$ cat src/hw/rtl/edb_ram.sv
// Generic single-port RAM with a registered read port.
`default_nettype none

module edb_ram #(
  parameter int unsigned Width = 8,
  parameter int unsigned Depth = 256,
  localparam int unsigned AddrBits = $clog2(Depth)
) (
  input  wire logic                clk_i,
  input  wire logic                en_i,
  input  wire logic                we_i,
  input  wire logic [AddrBits-1:0] addr_i,
  input  wire logic [Width-1:0]    wdata_i,
  output logic      [Width-1:0]    rdata_o
);

  logic [Width-1:0] mem_q [Depth];
  logic [Width-1:0] rdata_q;

  always_ff @(posedge clk_i) begin
    if (en_i) begin
      if (we_i) begin
        mem_q[addr_i] <= wdata_i;
      end else begin
        rdata_q <= mem_q[addr_i];
      end
    end
  end

  assign rdata_o = rdata_q;

endmodule

`default_nettype wire
$ cat config.mk
export PLATFORM = sky130hd
export DESIGN_NAME = edb_ram
export DESIGN_NICKNAME = d
export VERILOG_FILES = /design/src/hw/rtl/edb_ram.sv
export SDC_FILE = /design/constraint.sdc
export NUM_CORES = 2
export LEC_CHECK = 0
export BUFFER_PORTS_ARGS = -buffer_cell sky130_fd_sc_hd__buf_2
export CAP_MARGIN = 20
export CORE_MARGIN = 3
export CORE_UTILIZATION = 50
export CTS_CLUSTER_DIAMETER = 80
export CTS_CLUSTER_SIZE = 28
export DETAILED_ROUTE_END_ITERATION = 8
export MAX_ROUTING_LAYER = met4
export PLACE_DENSITY = 0.64
export SLEW_MARGIN = 0
export SYNTH_ARGS = -nofsm -noshare
export SYNTH_HDL_FRONTEND = slang
export SYNTH_SLANG_ARGS = --single-unit
$ cat constraint.sdc
create_clock -name clk_i -period 2.5 [get_ports clk_i]
set_clock_uncertainty 0.2 [all_clocks]
set_input_delay 0.25 -clock clk_i [delete_from_list [all_inputs] [get_ports clk_i]]
set_output_delay 0.25 -clock clk_i [all_outputs]
set_load 0.03 [all_outputs]
==> run_results.csv <==
group,metric,value,unit
place,pre_cts_ws,-1090,ps
setup_path,critPathLaunchType,"flop",
drt,drt_wl_total,188000,um
drt,ant_nets,0,
clock_tree,cts_tree,"done",
final_layout,drive_gt1_share,36.6,%
synthesis,synth_area_leaders,"edfxtp_1 79%, mux4_2 15%, a22oi_1 2.5%, nor2_1 1.2%, a21oi_1 0.82%",
final_layout,multi_input_area,17100,um^2
synthesis,synth-seq-cells,2056,
clock_tree,numCtsBuffers,99,
place,placed_area,86700,um^2
place,dpl.cell_count,5941,
die,fp.dieW,402,um
final_layout,area_delta_synth_final,15.9,%
setup_path,critPathKind,"reg -> reg",
min_path,hp-class,"in -> reg",
drt,drc,0,
grt,track_usage,24.2,%
timing,min_period,2500,ps
timing,finalHoldViolCount,0,
final_layout,layout.nets,4027,
synthesis,syn-num-nets,3545,
synthesis,yosys.area.top_type,"edfxtp_1",
drt,drtIter0Drc,4329,
synthesis,synthArstFlopShare,0,%
synthesis,synth_ff_type,"edfxtp_1",
synthesis,yosysMostFrequentCell,"edfxtp_1",
timing,drv_slew,0,
place,dp_hpwl,122000,um
job,maxCapViolCount,0,
die,core_area,155000,um^2
synthesis,synth_commonest_cells,"2,056 x edfxtp_1, 512 x mux4_2, 259 x nor2_1, 256 x a22oi_1, 143 x clkbuf_1",
timing,relSlewSlack,45.7,%
outcome,violations,"negative setup slack",
grt,grt_max_degree,91,
grt,grt_pass1_vias,38500,
final_layout,nFillCells,11000,
place,place_congestion,0.840,
final_layout,regArea,61700,um^2
drt,dr.pass1.iters,5,
timing,setup_viol,1,
clock_tree,clk_pin_slew,100,ps
setup_path,end_kind,"flop",
timing,worst_pin_slew,815,ps
setup_path,cp_data_required_time,2800,ps
setup_path,reg2reg_to,"rdata_o[7]",
grt,grt_pass1_wl,276000,um
min_path,holdPathStages,5,
pwr,peakVddDrop,0.618,mV
drt,vias_per_cell,6.24,
die,ioPinCount,27,
final_layout,final_cells,6115,
clock_tree,clk_latency,770,ps
setup_path,reg2regPathDepth,6,
timing,rsz0062_at_grt,"true",
timing,fmax,400,MHz
timing,finalWorstSetupSlack,-2.11,ps
die,die-area,162000,um^2
timing,period_share,100,%
setup_path,path_max_fanout,1,
outcome,status,"complete, but fails checks",
synthesis,synth-edff-count,2056,
die,start_util,50.6,%
clock_tree,postCtsSetupBuffers,0,
grt,antenna_found_initial,8,
place,numPortBuffers,26,
synthesis,synth_seq_area_share,78.8,%
clock_tree,clock-sinks,2056,
synthesis,synth_cells,3526,
setup_path,regToRegSetupSlack,-2,ps
pwr,p_per_area,669,nW/um^2
synthesis,syn_avg_cell_area,22.2,um^2
timing,fin_tns_setup,-2.11,ps
min_path,hold_end,"mem_q[58][5]",
min_path,min_from,"addr_i[5]",
synthesis,yosysUniqueCellTypes,21,
die,die_y,402,um
synthesis,yosys_warnings,0,
grt,overflow,0,
clock_tree,clockBufferDepth,3,
drt,wl_per_cell,30.8,um
synthesis,yosysTopAreaCellShare,78.8,%
clock_tree,h-tree-depth,3,
drt,num_vias,38200,
setup_path,cp.arrival,2810,ps
pwr,power_leakage,28.0,nW
die,fp-row-count,144,
final_layout,finish.instance_area,90800,um^2
synthesis,synth_area,78400,um^2
setup_path,reg2reg_from,"mem_q[102][7]",
clock_tree,clockRootBuffer,"clkbuf_16",
==> worst max path at each step <==
| stage | from | cells after the start | slack, ps | endpoint |
|---|---|---|---|---|
| 4_1_cts | mem_q[92][7] | 7 | -60 | rdata_o[7] |
| 3_5_place_dp | addr_i[0] | 10 | -1090 | rdata_o[7] |
| 5_1_grt | mem_q[125][4] | 6 | -60 | rdata_o[4] |
| 3_3_place_gp | addr_i[0] | 9 | -1060 | rdata_o[7] |
| 2_1_floorplan | addr_i[0] | 8 | -110 | mem_q[184][0] |
| 6_report | mem_q[102][7] | 6 | -2 | rdata_o[7] |
==> metal layers <==
layer / track usage, % / share of wire [%] / vias up
met5: - / 0 / -
met4: 4.88 / 2.1 / 0
met3: 2.75 / 7.3 / 193
met2: 37.6 / 49 / 1528
met1: 35.5 / 42 / 20600
li1: - / - / 15900
==> power by group <==
| group | leakage (nW) | switching [mW] | internal, mW | total (mW) |
|---|---|---|---|---|
| Sequential | 18.5 | 0.0201 | 37.9 | 37.9 |
| Combinational | 7.98 | 2.20 | 1.49 | 3.68 |
| Clock | 1.55 | 11.1 | 7.98 | 19.1 |
| Total | 28.0 | 13.4 | 47.4 | 60.7 |
==> cell usage in the layout, fill, tap and decap left out, types with 16 or more instances in the layout <==
| cell | count |
|---|---|
| nor2_4 | 81 |
| nor2_1 | 178 |
| a22oi_1 | 195 |
| clkbuf_16 | 102 |
| edfxtp_1 | 2056 |
| o41ai_2 | 17 |
| mux4_2 | 512 |
| nand2_2 | 16 |
| a21oi_1 | 97 |
| buf_12 | 125 |
| a22oi_2 | 61 |
| a21oi_2 | 23 |
| buf_4 | 443 |
| buf_2 | 16 |
==> state kept, by name, indices dropped and copies added, names as in the netlist <==
register / cells
mem_q: 2048
rdata_o: 8
==> cell families (layout without fill, tap and decap cells) <==
kind of cell	after synthesis	count (layout)	synth area share, %
DFF	2056	2056	78.8
muxes	512	512	14.7
AOI/OAI and AO/OA	416	416	3.63
and+or+nand+nor	317	317	1.61
buffers and inverters	225	767	1.28
other	0	3	0
==> timing repair <==
| action | CTS | global route |
|---|---|---|
| setup endpoints to repair | 8 | 8 |
| hold buffers | 10 | 0 |
| gates resized for setup | 71 | 70 |
| cloned | 0 | 0 |
| endpoints found under the hold margin | 915 | 0 |
| pin swaps | 20 | 33 |
==> through the flow <==
stage / utilization [%] / power [mW] / hold WS, ps
finish: 58.6 / 60.7 / 275
CTS: 58.4 / 61.1 / 190
floorplan: - / 40.4 / 149
detailed placement: 55.9 / 42.3 / 480
global placement: 55.9 / 42.2 / 481
global route: 58.6 / 62.6 / 271
==> layout make-up <==
cell class | count | share of cell area (%)
well taps | 2044 | 2.82
repair buffers | 606 | 6.80
clock inverters | 57 | 0.733
diodes | 3 | 0.00826
clock buffers | 104 | 2.82
flip-flops and latches | 2056 | 68.0
multi-input cells | 1245 | 18.9
==> critical path, cell delays in order, from the launching register on <==
cell and delay [ps]:
edfxtp_1 380, mux4_2 500, a22oi_1 300, a21oi_4 110, o41ai_4 470, buf_4 220
nand4_1 70
Power figures use the tool's default switching activity.
